### config.mk
export PLATFORM = sky130hd
export DESIGN_NAME = step_sequencer_legato_flat
export DESIGN_NICKNAME = d
export VERILOG_FILES = /design/src/sv/ssl_pkg.sv /design/src/sv/ssl_in_if.sv /design/src/sv/ssl_out_if.sv /design/src/sv/ssl_ram.sv /design/src/sv/step_sequencer_legato.sv /design/src/flat_wrapper.sv
export SDC_FILE = /design/constraint.sdc
export NUM_CORES = 2
export LEC_CHECK = 0
export ABC_CLOCK_PERIOD_IN_PS = 13720
export BUFFER_PORTS_ARGS = -buffer_cell sky130_fd_sc_hd__buf_4
export CORE_ASPECT_RATIO = 0.8
export CORE_MARGIN = 2
export CORE_UTILIZATION = 57
export CTS_CLUSTER_SIZE = 8
export DETAILED_ROUTE_END_ITERATION = 7
export PLACE_DENSITY = 0.81
export SLEW_MARGIN = 25
export SYNTH_ARGS = -nofsm -noshare
export SYNTH_HDL_FRONTEND = slang
export SYNTH_SLANG_ARGS = --single-unit
### constraint.sdc
create_clock -name clk -period 13.72 [get_ports clk]
set_clock_uncertainty 0.2 [all_clocks]
set_input_delay 0.686 -clock clk [delete_from_list [all_inputs] [get_ports clk]]
set_output_delay 0.686 -clock clk [all_outputs]
set_load 0.03 [all_outputs]
### src/sv/ssl_pkg.sv
package ssl_pkg;

  localparam int NOTE_SLOTS  = 16;
  localparam int SAMPLE_BITS = 16;
  localparam int SLOT_BITS   = $clog2(NOTE_SLOTS);
  localparam int COUNT_BITS  = 5;
  localparam int CFG_BITS    = 16;
  localparam int CFG_IDX_BITS = 3;
  localparam int DIV_STEPS   = 32;
  localparam int DIV_CNT_BITS = $clog2(DIV_STEPS);

  localparam logic [1:0] CMD_TICK     = 2'd0;
  localparam logic [1:0] CMD_WRITE    = 2'd1;
  localparam logic [1:0] CMD_SET_STEP = 2'd2;
  localparam logic [1:0] CMD_SPARE    = 2'd3;

  localparam logic [CFG_IDX_BITS-1:0] REG_STEP_COUNT     = 3'd0;
  localparam logic [CFG_IDX_BITS-1:0] REG_LEGATO_SAMPLES = 3'd1;
  localparam logic [CFG_IDX_BITS-1:0] REG_RANDOM_CHANCE  = 3'd2;
  localparam logic [CFG_IDX_BITS-1:0] REG_RANDOM_LOW     = 3'd3;
  localparam logic [CFG_IDX_BITS-1:0] REG_RANDOM_HIGH    = 3'd4;

  typedef logic signed [SAMPLE_BITS-1:0] sample_t;
  typedef logic [SLOT_BITS-1:0] slot_t;

endpackage

### src/sv/ssl_in_if.sv
interface ssl_in_if import ssl_pkg::*; ();
  logic        valid;
  logic        ready;
  logic [1:0]  cmd;
  logic        clock_high;
  logic [15:0] draw_chance;
  logic [15:0] draw_value;
  slot_t       slot;
  sample_t     note_value;

  modport source (output valid, cmd, clock_high, draw_chance, draw_value, slot, note_value,
                  input ready);
  modport sink (input valid, cmd, clock_high, draw_chance, draw_value, slot, note_value,
                output ready);
endinterface

### src/sv/ssl_out_if.sv
interface ssl_out_if import ssl_pkg::*; ();
  logic    valid;
  logic    ready;
  sample_t sample_out;
  slot_t   step_now;
  logic    gliding;

  modport source (output valid, sample_out, step_now, gliding, input ready);
  modport sink (input valid, sample_out, step_now, gliding, output ready);
endinterface

### src/sv/ssl_ram.sv
module ssl_ram #(
  parameter int WIDTH = 16,
  parameter int DEPTH = 16,
  localparam int AW = $clog2(DEPTH)
) (
  input  logic             clk,
  input  logic             we,
  input  logic [AW-1:0]    waddr,
  input  logic [WIDTH-1:0] wdata,
  input  logic [AW-1:0]    raddr,
  output logic [WIDTH-1:0] rdata
);

  logic [WIDTH-1:0] mem [DEPTH];

  always_ff @(posedge clk) begin
    if (we) begin
      mem[waddr] <= wdata;
    end
    rdata <= mem[raddr];
  end

endmodule

### src/sv/step_sequencer_legato.sv
// Step sequencer with glide. Input beats are note writes, step sets and sample ticks; only a
// sample tick returns an output beat. Writes, step sets and unused commands finish in idle. A
// sample tick runs through RD0, RD1, RD2 and DONE until its result is loaded into the output
// register, with RMUL and RWR first if the random replacement fires, and GMUL, DIVINIT and DIV
// before DONE while the output glides; the glide quotient comes from a shared 17x17 multiplier
// and a radix-2 divider retiring one quotient bit per cycle for 32 bits. The note table is a
// RAM with one read and one write port, read twice per tick (previous and current note). The
// next input beat is taken while a finished result still waits in the output register.
module step_sequencer_legato import ssl_pkg::*; (
  input  logic                    clk,
  input  logic                    rst,
  input  logic                    cfg_we,
  input  logic [CFG_IDX_BITS-1:0] cfg_index,
  input  logic [CFG_BITS-1:0]     cfg_data,
  ssl_in_if.sink                  in_ch,
  ssl_out_if.source               out_ch
);

  localparam logic [3:0] S_IDLE    = 4'd0;
  localparam logic [3:0] S_RMUL    = 4'd1;
  localparam logic [3:0] S_RWR     = 4'd2;
  localparam logic [3:0] S_RD0     = 4'd3;
  localparam logic [3:0] S_RD1     = 4'd4;
  localparam logic [3:0] S_RD2     = 4'd5;
  localparam logic [3:0] S_GMUL    = 4'd6;
  localparam logic [3:0] S_DIVINIT = 4'd7;
  localparam logic [3:0] S_DIV     = 4'd8;
  localparam logic [3:0] S_DONE    = 4'd9;

  logic [3:0] state;

  logic [COUNT_BITS-1:0] step_count;
  logic [15:0]           legato_samples;
  logic [15:0]           random_chance;
  sample_t               random_low;
  sample_t               random_high;

  slot_t       current_step;
  logic        clock_level_seen;
  logic [15:0] since_edge;
  logic [NOTE_SLOTS-1:0] slot_valid;

  logic [15:0] draw_value_q;
  logic        rand_q;
  logic        glide_q;
  sample_t     prev_q;
  sample_t     cur_q;
  logic        rd_ok;

  logic signed [33:0] prod;
  logic               neg;
  logic [31:0]        num;
  logic [15:0]        rem;
  logic [DIV_CNT_BITS-1:0] cnt;

  logic       out_valid;
  sample_t    out_sample;
  slot_t      out_step;
  logic       out_glide;

  logic [COUNT_BITS-1:0] count;
  logic [COUNT_BITS-1:0] step_plus;
  logic [COUNT_BITS-1:0] step_adv;
  logic [COUNT_BITS-1:0] step_fix;
  logic [15:0] since_inc;
  logic [15:0] since_new;
  logic        edge_seen;
  logic        rising;
  logic        glide_new;
  logic        rand_new;
  slot_t       prev_idx;
  logic        accept;

  sample_t            sub_x;
  sample_t            sub_y;
  logic signed [16:0] mul_a;
  logic signed [16:0] mul_b;
  logic signed [33:0] rnd_adj;
  sample_t            rnd_note;
  logic signed [33:0] prod_abs;
  logic [16:0]        rem_sh;
  logic [16:0]        delta;
  sample_t            result;
  logic               load_out;

  logic        ram_we;
  slot_t       ram_waddr;
  sample_t     ram_wdata;
  slot_t       ram_raddr;
  logic [SAMPLE_BITS-1:0] ram_rdata;
  sample_t     rd_note;

  assign accept = in_ch.valid && in_ch.ready;
  assign in_ch.ready = (state == S_IDLE);

  always_comb begin
    if (step_count == '0) begin
      count = COUNT_BITS'(1);
    end else if (step_count > COUNT_BITS'(NOTE_SLOTS)) begin
      count = COUNT_BITS'(NOTE_SLOTS);
    end else begin
      count = step_count;
    end
  end

  always_comb begin
    since_inc = (since_edge != 16'hFFFF) ? since_edge + 16'd1 : since_edge;
    edge_seen = (in_ch.clock_high != clock_level_seen);
    rising    = edge_seen && in_ch.clock_high;
    step_plus = COUNT_BITS'(current_step) + COUNT_BITS'(1);
    if (rising) begin
      step_adv = (step_plus >= count) ? '0 : step_plus;
    end else begin
      step_adv = COUNT_BITS'(current_step);
    end
    step_fix  = (step_adv >= count) ? '0 : step_adv;
    since_new = edge_seen ? 16'd0 : since_inc;
    glide_new = in_ch.clock_high && (since_new < legato_samples);
    rand_new  = rising && (in_ch.draw_chance < random_chance);
    prev_idx  = (current_step == '0) ? SLOT_BITS'(count - COUNT_BITS'(1))
                                     : current_step - SLOT_BITS'(1);
  end

  // Shared subtract and multiply unit.
  always_comb begin
    if (state == S_RMUL) begin
      sub_x = random_high;
      sub_y = random_low;
      mul_b = {1'b0, draw_value_q};
    end else begin
      sub_x = cur_q;
      sub_y = prev_q;
      mul_b = {1'b0, since_edge};
    end
    mul_a = 17'(sub_x) - 17'(sub_y);
  end

  always_comb begin
    rnd_adj  = prod + (prod[33] ? 34'sd65535 : 34'sd0);
    rnd_note = random_low + sample_t'(rnd_adj[31:16]);
    prod_abs = prod[33] ? -prod : prod;
    rem_sh   = {rem, num[31]};
    delta    = neg ? -{1'b0, num[15:0]} : {1'b0, num[15:0]};
    result   = glide_q ? prev_q + sample_t'(delta[15:0]) : cur_q;
    rd_note  = rd_ok ? sample_t'(ram_rdata) : '0;
    load_out = (state == S_DONE) && (!out_valid || out_ch.ready);
  end

  always_comb begin
    ram_we    = 1'b0;
    ram_waddr = in_ch.slot;
    ram_wdata = in_ch.note_value;
    if (accept && in_ch.cmd == CMD_WRITE) begin
      ram_we = 1'b1;
    end else if (state == S_RWR) begin
      ram_we    = 1'b1;
      ram_waddr = current_step;
      ram_wdata = rnd_note;
    end
    ram_raddr = (state == S_RD0) ? prev_idx : current_step;
  end

  ssl_ram #(.WIDTH(SAMPLE_BITS), .DEPTH(NOTE_SLOTS)) u_notes (
    .clk   (clk),
    .we    (ram_we),
    .waddr (ram_waddr),
    .wdata (ram_wdata),
    .raddr (ram_raddr),
    .rdata (ram_rdata)
  );

  always_ff @(posedge clk) begin
    if (rst) begin
      step_count     <= COUNT_BITS'(NOTE_SLOTS);
      legato_samples <= '0;
      random_chance  <= '0;
      random_low     <= '0;
      random_high    <= '0;
    end else if (cfg_we) begin
      unique case (cfg_index)
        REG_STEP_COUNT:     step_count     <= cfg_data[COUNT_BITS-1:0];
        REG_LEGATO_SAMPLES: legato_samples <= cfg_data[15:0];
        REG_RANDOM_CHANCE:  random_chance  <= cfg_data[15:0];
        REG_RANDOM_LOW:     random_low     <= sample_t'(cfg_data);
        REG_RANDOM_HIGH:    random_high    <= sample_t'(cfg_data);
        default: ;
      endcase
    end
  end

  always_ff @(posedge clk) begin
    if (rst) begin
      state            <= S_IDLE;
      current_step     <= '0;
      clock_level_seen <= 1'b0;
      since_edge       <= '0;
      slot_valid       <= '0;
      rd_ok            <= 1'b0;
    end else begin
      rd_ok <= slot_valid[ram_raddr];
      if (ram_we) begin
        slot_valid[ram_waddr] <= 1'b1;
      end
      unique case (state)
        S_IDLE: begin
          if (accept) begin
            case (in_ch.cmd)
              CMD_SET_STEP: current_step <= in_ch.slot;
              CMD_TICK: begin
                current_step     <= SLOT_BITS'(step_fix);
                since_edge       <= since_new;
                clock_level_seen <= in_ch.clock_high;
                state            <= rand_new ? S_RMUL : S_RD0;
              end
              default: ;
            endcase
          end
        end
        S_RMUL:    state <= S_RWR;
        S_RWR:     state <= S_RD0;
        S_RD0:     state <= S_RD1;
        S_RD1:     state <= S_RD2;
        S_RD2:     state <= glide_q ? S_GMUL : S_DONE;
        S_GMUL:    state <= S_DIVINIT;
        S_DIVINIT: state <= S_DIV;
        S_DIV: begin
          if (cnt == DIV_CNT_BITS'(DIV_STEPS - 1)) begin
            state <= S_DONE;
          end
        end
        S_DONE: begin
          if (load_out) begin
            state <= S_IDLE;
          end
        end
        default: state <= S_IDLE;
      endcase
    end
  end

  always_ff @(posedge clk) begin
    if (accept) begin
      draw_value_q <= in_ch.draw_value;
      rand_q       <= rand_new;
      glide_q      <= glide_new;
    end
    if (state == S_RD1) begin
      prev_q <= rd_note;
    end
    if (state == S_RD2) begin
      cur_q <= rd_note;
    end
    if (state == S_RMUL || state == S_GMUL) begin
      prod <= mul_a * mul_b;
    end
    if (state == S_DIVINIT) begin
      neg <= prod[33];
      num <= prod_abs[31:0];
      rem <= '0;
      cnt <= '0;
    end
    if (state == S_DIV) begin
      cnt <= cnt + DIV_CNT_BITS'(1);
      if (rem_sh >= {1'b0, legato_samples}) begin
        rem <= 16'(rem_sh - {1'b0, legato_samples});
        num <= {num[30:0], 1'b1};
      end else begin
        rem <= rem_sh[15:0];
        num <= {num[30:0], 1'b0};
      end
    end
  end

  always_ff @(posedge clk) begin
    if (rst) begin
      out_valid <= 1'b0;
    end else if (load_out) begin
      out_valid <= 1'b1;
    end else if (out_ch.ready) begin
      out_valid <= 1'b0;
    end
  end

  always_ff @(posedge clk) begin
    if (load_out) begin
      out_sample <= result;
      out_step   <= current_step;
      out_glide  <= glide_q;
    end
  end

  assign out_ch.valid      = out_valid;
  assign out_ch.sample_out = out_sample;
  assign out_ch.step_now   = out_step;
  assign out_ch.gliding    = out_glide;

`ifndef ASSERT_OFF
  a_step_in_range: assert property (@(posedge clk) disable iff (rst)
    (state == S_DONE) |-> (COUNT_BITS'(current_step) < count))
    else $error("step index not below active step count at result");

  a_rand_after_edge: assert property (@(posedge clk) disable iff (rst)
    (state == S_RMUL) |-> (since_edge == 16'd0) && rand_q)
    else $error("random replacement started without a fresh clock edge");

  a_div_only_glide: assert property (@(posedge clk) disable iff (rst)
    (state == S_DIV) |-> glide_q && (legato_samples != 16'd0))
    else $error("divider running without an active glide");
`endif

endmodule
### src/flat_wrapper.sv
// flat-port wrapper written by rule: the top's interface ports become plain ports
module step_sequencer_legato_flat import ssl_pkg::*;
  (clk, rst, cfg_we, cfg_index, cfg_data, in_ch_valid, in_ch_cmd, in_ch_clock_high, in_ch_draw_chance, in_ch_draw_value, in_ch_slot, in_ch_note_value, in_ch_ready, out_ch_valid, out_ch_sample_out, out_ch_step_now, out_ch_gliding, out_ch_ready);
  ssl_in_if in_ch_i ();
  ssl_out_if out_ch_i ();
  input  logic clk;
  input  logic rst;
  input  logic cfg_we;
  input  logic [CFG_IDX_BITS-1:0] cfg_index;
  input  logic [CFG_BITS-1:0] cfg_data;
  input wire logic [$bits(in_ch_i.valid)-1:0] in_ch_valid;
  input wire logic [$bits(in_ch_i.cmd)-1:0] in_ch_cmd;
  input wire logic [$bits(in_ch_i.clock_high)-1:0] in_ch_clock_high;
  input wire logic [$bits(in_ch_i.draw_chance)-1:0] in_ch_draw_chance;
  input wire logic [$bits(in_ch_i.draw_value)-1:0] in_ch_draw_value;
  input wire logic [$bits(in_ch_i.slot)-1:0] in_ch_slot;
  input wire logic [$bits(in_ch_i.note_value)-1:0] in_ch_note_value;
  output wire logic [$bits(in_ch_i.ready)-1:0] in_ch_ready;
  output wire logic [$bits(out_ch_i.valid)-1:0] out_ch_valid;
  output wire logic [$bits(out_ch_i.sample_out)-1:0] out_ch_sample_out;
  output wire logic [$bits(out_ch_i.step_now)-1:0] out_ch_step_now;
  output wire logic [$bits(out_ch_i.gliding)-1:0] out_ch_gliding;
  input wire logic [$bits(out_ch_i.ready)-1:0] out_ch_ready;
  assign in_ch_i.valid = in_ch_valid;
  assign in_ch_i.cmd = in_ch_cmd;
  assign in_ch_i.clock_high = in_ch_clock_high;
  assign in_ch_i.draw_chance = in_ch_draw_chance;
  assign in_ch_i.draw_value = in_ch_draw_value;
  assign in_ch_i.slot = in_ch_slot;
  assign in_ch_i.note_value = in_ch_note_value;
  assign in_ch_ready = in_ch_i.ready;
  assign out_ch_valid = out_ch_i.valid;
  assign out_ch_sample_out = out_ch_i.sample_out;
  assign out_ch_step_now = out_ch_i.step_now;
  assign out_ch_gliding = out_ch_i.gliding;
  assign out_ch_i.ready = out_ch_ready;
  step_sequencer_legato u_core (.clk(clk), .rst(rst), .cfg_we(cfg_we), .cfg_index(cfg_index), .cfg_data(cfg_data), .in_ch(in_ch_i), .out_ch(out_ch_i));
endmodule
==> qor.txt <==
Skew-Pair Late Insertion Delay: 0.65 ns
non-filler cells, final: 4453
final hold vios: 0
CTS sink count: 541
Die Wd: 289 um
DRT Pass-1 Iters: 6
Synth Flop Type: edfxtp_1
htree depth: 3
Mapped Area: 0.0371 sq mm
vias post-DR: 27.3k
slowest cell on the critical path: xor2_1
RSZ-0062 raised after global routing: false
CP Class: reg2reg
global routing met3 resource utilization: 11.8%
TritonCTS clock tree: yes
Max-cap violations: 0
IO Port Bufs: 101
Post-Syn Nets: 4012
share of synthesized registers carrying an async set or reset: 0%
Die Ht: 232 um
layout cells sized above 1: 12.4%
first-pass GRT wire length: 159000 um
crit path DAT: 11.76 ns
Post-synth EDFFs: 413
critical path launch point: u_core.state[0]
fillers: 4582
most used cell, CP: fa_1
initial antenna violation count: 2
RD Place Congestion: 0.993
Avg Inst Size Synth: 10.8 sq um
Ports: 102
RR Startpoint: u_core.state[0]
endpoint type of the worst setup path: flip-flop
Util after Layout: 64.5%
commonest non-fill, non-tap cell in the layout: nand2_1
Layout Nets: 4123
pwr dens: 189 mW/mm^2
Top Usage Layer GRT: met2
P&R area growth vs syn: 11.7%
clk root buf: clkbuf_16
Gate Count Post-Synth: 3443
critical path endpoint: u_core.prod[33]
Crit path depth: 37
Core Box Area: 0.0643 sq mm
postcts setup bufs: 0
row count: 83
CP peak stage delay: 0.75 ns
setup_tns: 0 ns
TritonCTS Buffers: 79
top post-synthesis cells by area: edfxtp_1, fa_1, ha_1
Max VDD drop: 0.116 mV
sequential area share after synthesis: 40.3%
Critical Path Start Type: flip-flop
Avg WL per Cell: 23.3 um
pin count of the biggest net entering global routing: 113
initial drt markers: 3497
Routed Antenna Nets: 0
Tightest Hold Check Type: in2reg
GRT met2 Usage: 46.9%
CTS Buffer Depth: 3
clk slew on worst S/H paths: 0.05 ns
CP Buf/Inv Count: 5
Seq cells post-synth: 541
Pins Over Slew Limit: 0
vias in the first global route: 27.3k
met1 usage: 42.8%
HPWL Detailed: 71500 um
most frequent cells in the layout: nand2_1, edfxtp_1, inv_1
WP data required: 13.88 ns
RR Endpoint: u_core.prod[33]
Starting Density: 57.7%
WL final: 104000 um
Max-slew headroom: 19.5%
CP max FO: 65
delay-heaviest family, CP: adder cells
Die Area: 0.0672 sq mm
R2R setup slack: 2.12 ns
DRC viols: 0
Final Setup Violations: 0
Synth area leader: edfxtp_1
period utilization: 84.5%
post-DR vias/cell: 6.12
total gr overflow: 0
Total GRT Usage: 31.5%
Period minus WS final: 11.60 ns
status: finished clean
leak pwr: 17.0 nW
Max Fclk: 86.2 MHz
Post-Place Cells: 4321
worst slew pin tran: 1.17 ns
share of the synthesized area in the top cell type: 33.4%
reg2reg path depth: 37
CTS resizes: 0
Ys Warns: 0
library cells used by synthesis: 75
Hold-fix buffers, CTS: 1
worst register-to-register path: cells and delay by family (launching register included):
| kind | cells | cell delay (ns) |
|---|---|---|
| adders and majority gates | 9 | 4.22 |
| AOI/OAI and AO/OA | 12 | 2.79 |
| and+or+nand+nor | 8 | 1.43 |
| buffers and inverters | 5 | 0.94 |
| xor gates and xnor gates | 2 | 0.87 |
| DFF | 1 | 0.59 |
| muxes | 1 | 0.29 |
registers in the layout, indices dropped and copies added (netlist names), 4 cells and up:
signal,count
u_core.since_edge,16
u_core.cnt,5
u_core.random_low,16
u_core.slot_valid,16
u_core.u_notes.rdata,16
u_core.state,4
u_core.prev_q,16
u_core.current_step,4
u_core.step_count,5
u_core.out_ch.step_now,4
u_core.cur_q,16
u_core.draw_value_q,16
u_core.prod,33
u_core.random_high,16
u_core.u_notes.mem,256
u_core.out_ch.sample_out,16
u_core.rem,16
u_core.random_chance,16
u_core.legato_samples,16
u_core.num,32
cells by family (layout without fill, tap and decap cells):
family	count (synthesis)	count (layout)	synth area share (%)
and+or+nand+nor	1014	1014	12.2
buffers and inverters	542	701	5.52
DFF	541	541	40.3
adders and majority gates	496	496	22.3
AOI/OAI and AO/OA	492	492	8.15
muxes	193	193	7.68
xor gates and xnor gates	165	165	3.89
other	0	1	0
through the flow:
stage                     total power [W]  area [sq um]  hold WS (ns)  setup WS (ns)
after floorplan                   0.00478         37100         0.203           2.96
after global placement            0.00579         39000         0.242           2.49
after detailed placement          0.00584         39000         0.248           2.17
after CTS                         0.00777         41400       0.00690           2.07
after global routing              0.00831         41500        0.0114           1.64
final                             0.00785         41500        0.0281           2.12
synthesized netlist by cell type, drive strengths merged, types with 37 or more instances:
library cell,n
mux4,68
nor3,53
clkbuf,116
edfxtp,413
o21ai,128
fa,277
inv,407
mux2i,70
nand2b,37
xor2,56
ha,213
nor2,294
nand2,438
xnor2,109
a21oi,165
dfxtp,128
mux2,55
how the worst min path moves through the flow:
stage,start,endpoint,depth (start not counted)
CTS,in_ch_draw_value[15],u_core.draw_value_q[15],1
detailed placement,u_core.random_high[9],u_core.random_high[9],2
global route,in_ch_draw_value[15],u_core.draw_value_q[15],1
finish,in_ch_draw_value[15],u_core.draw_value_q[15],1
floorplan,u_core.current_step[2],u_core.out_ch.step_now[2],0
global placement,u_core.random_high[9],u_core.random_high[9],2
report_power, final:
part | switching [W] | total, W | internal, W
registers | 0.000149 | 0.00221 | 0.00207
logic | 0.00234 | 0.00380 | 0.00146
clock network | 0.000739 | 0.00184 | 0.00110
total | 0.00323 | 0.00785 | 0.00462
final cells by class:
type / instances / area [sq um] / area share, %
Tap cell: 850 / 1060 / 2.57
Timing Repair Buffer: 165 / 1260 / 3.03
Multi-Input combinational cell: 2360 / 20300 / 49.0
Inverter: 407 / 1530 / 3.69
Clock inverter: 9 / 163 / 0.392
Clock buffer: 120 / 2180 / 5.27
Sequential cell: 541 / 15000 / 36.1
Antenna cell: 1 / 2.50 / 0.00604
per-layer routing:
layer	up-vias	routed length [um]
met5	-	76
met4	8	3390
met3	276	15000
met2	1778	45500
met1	13205	40000
li1	11983	-
(Power assumes the default switching activity.)
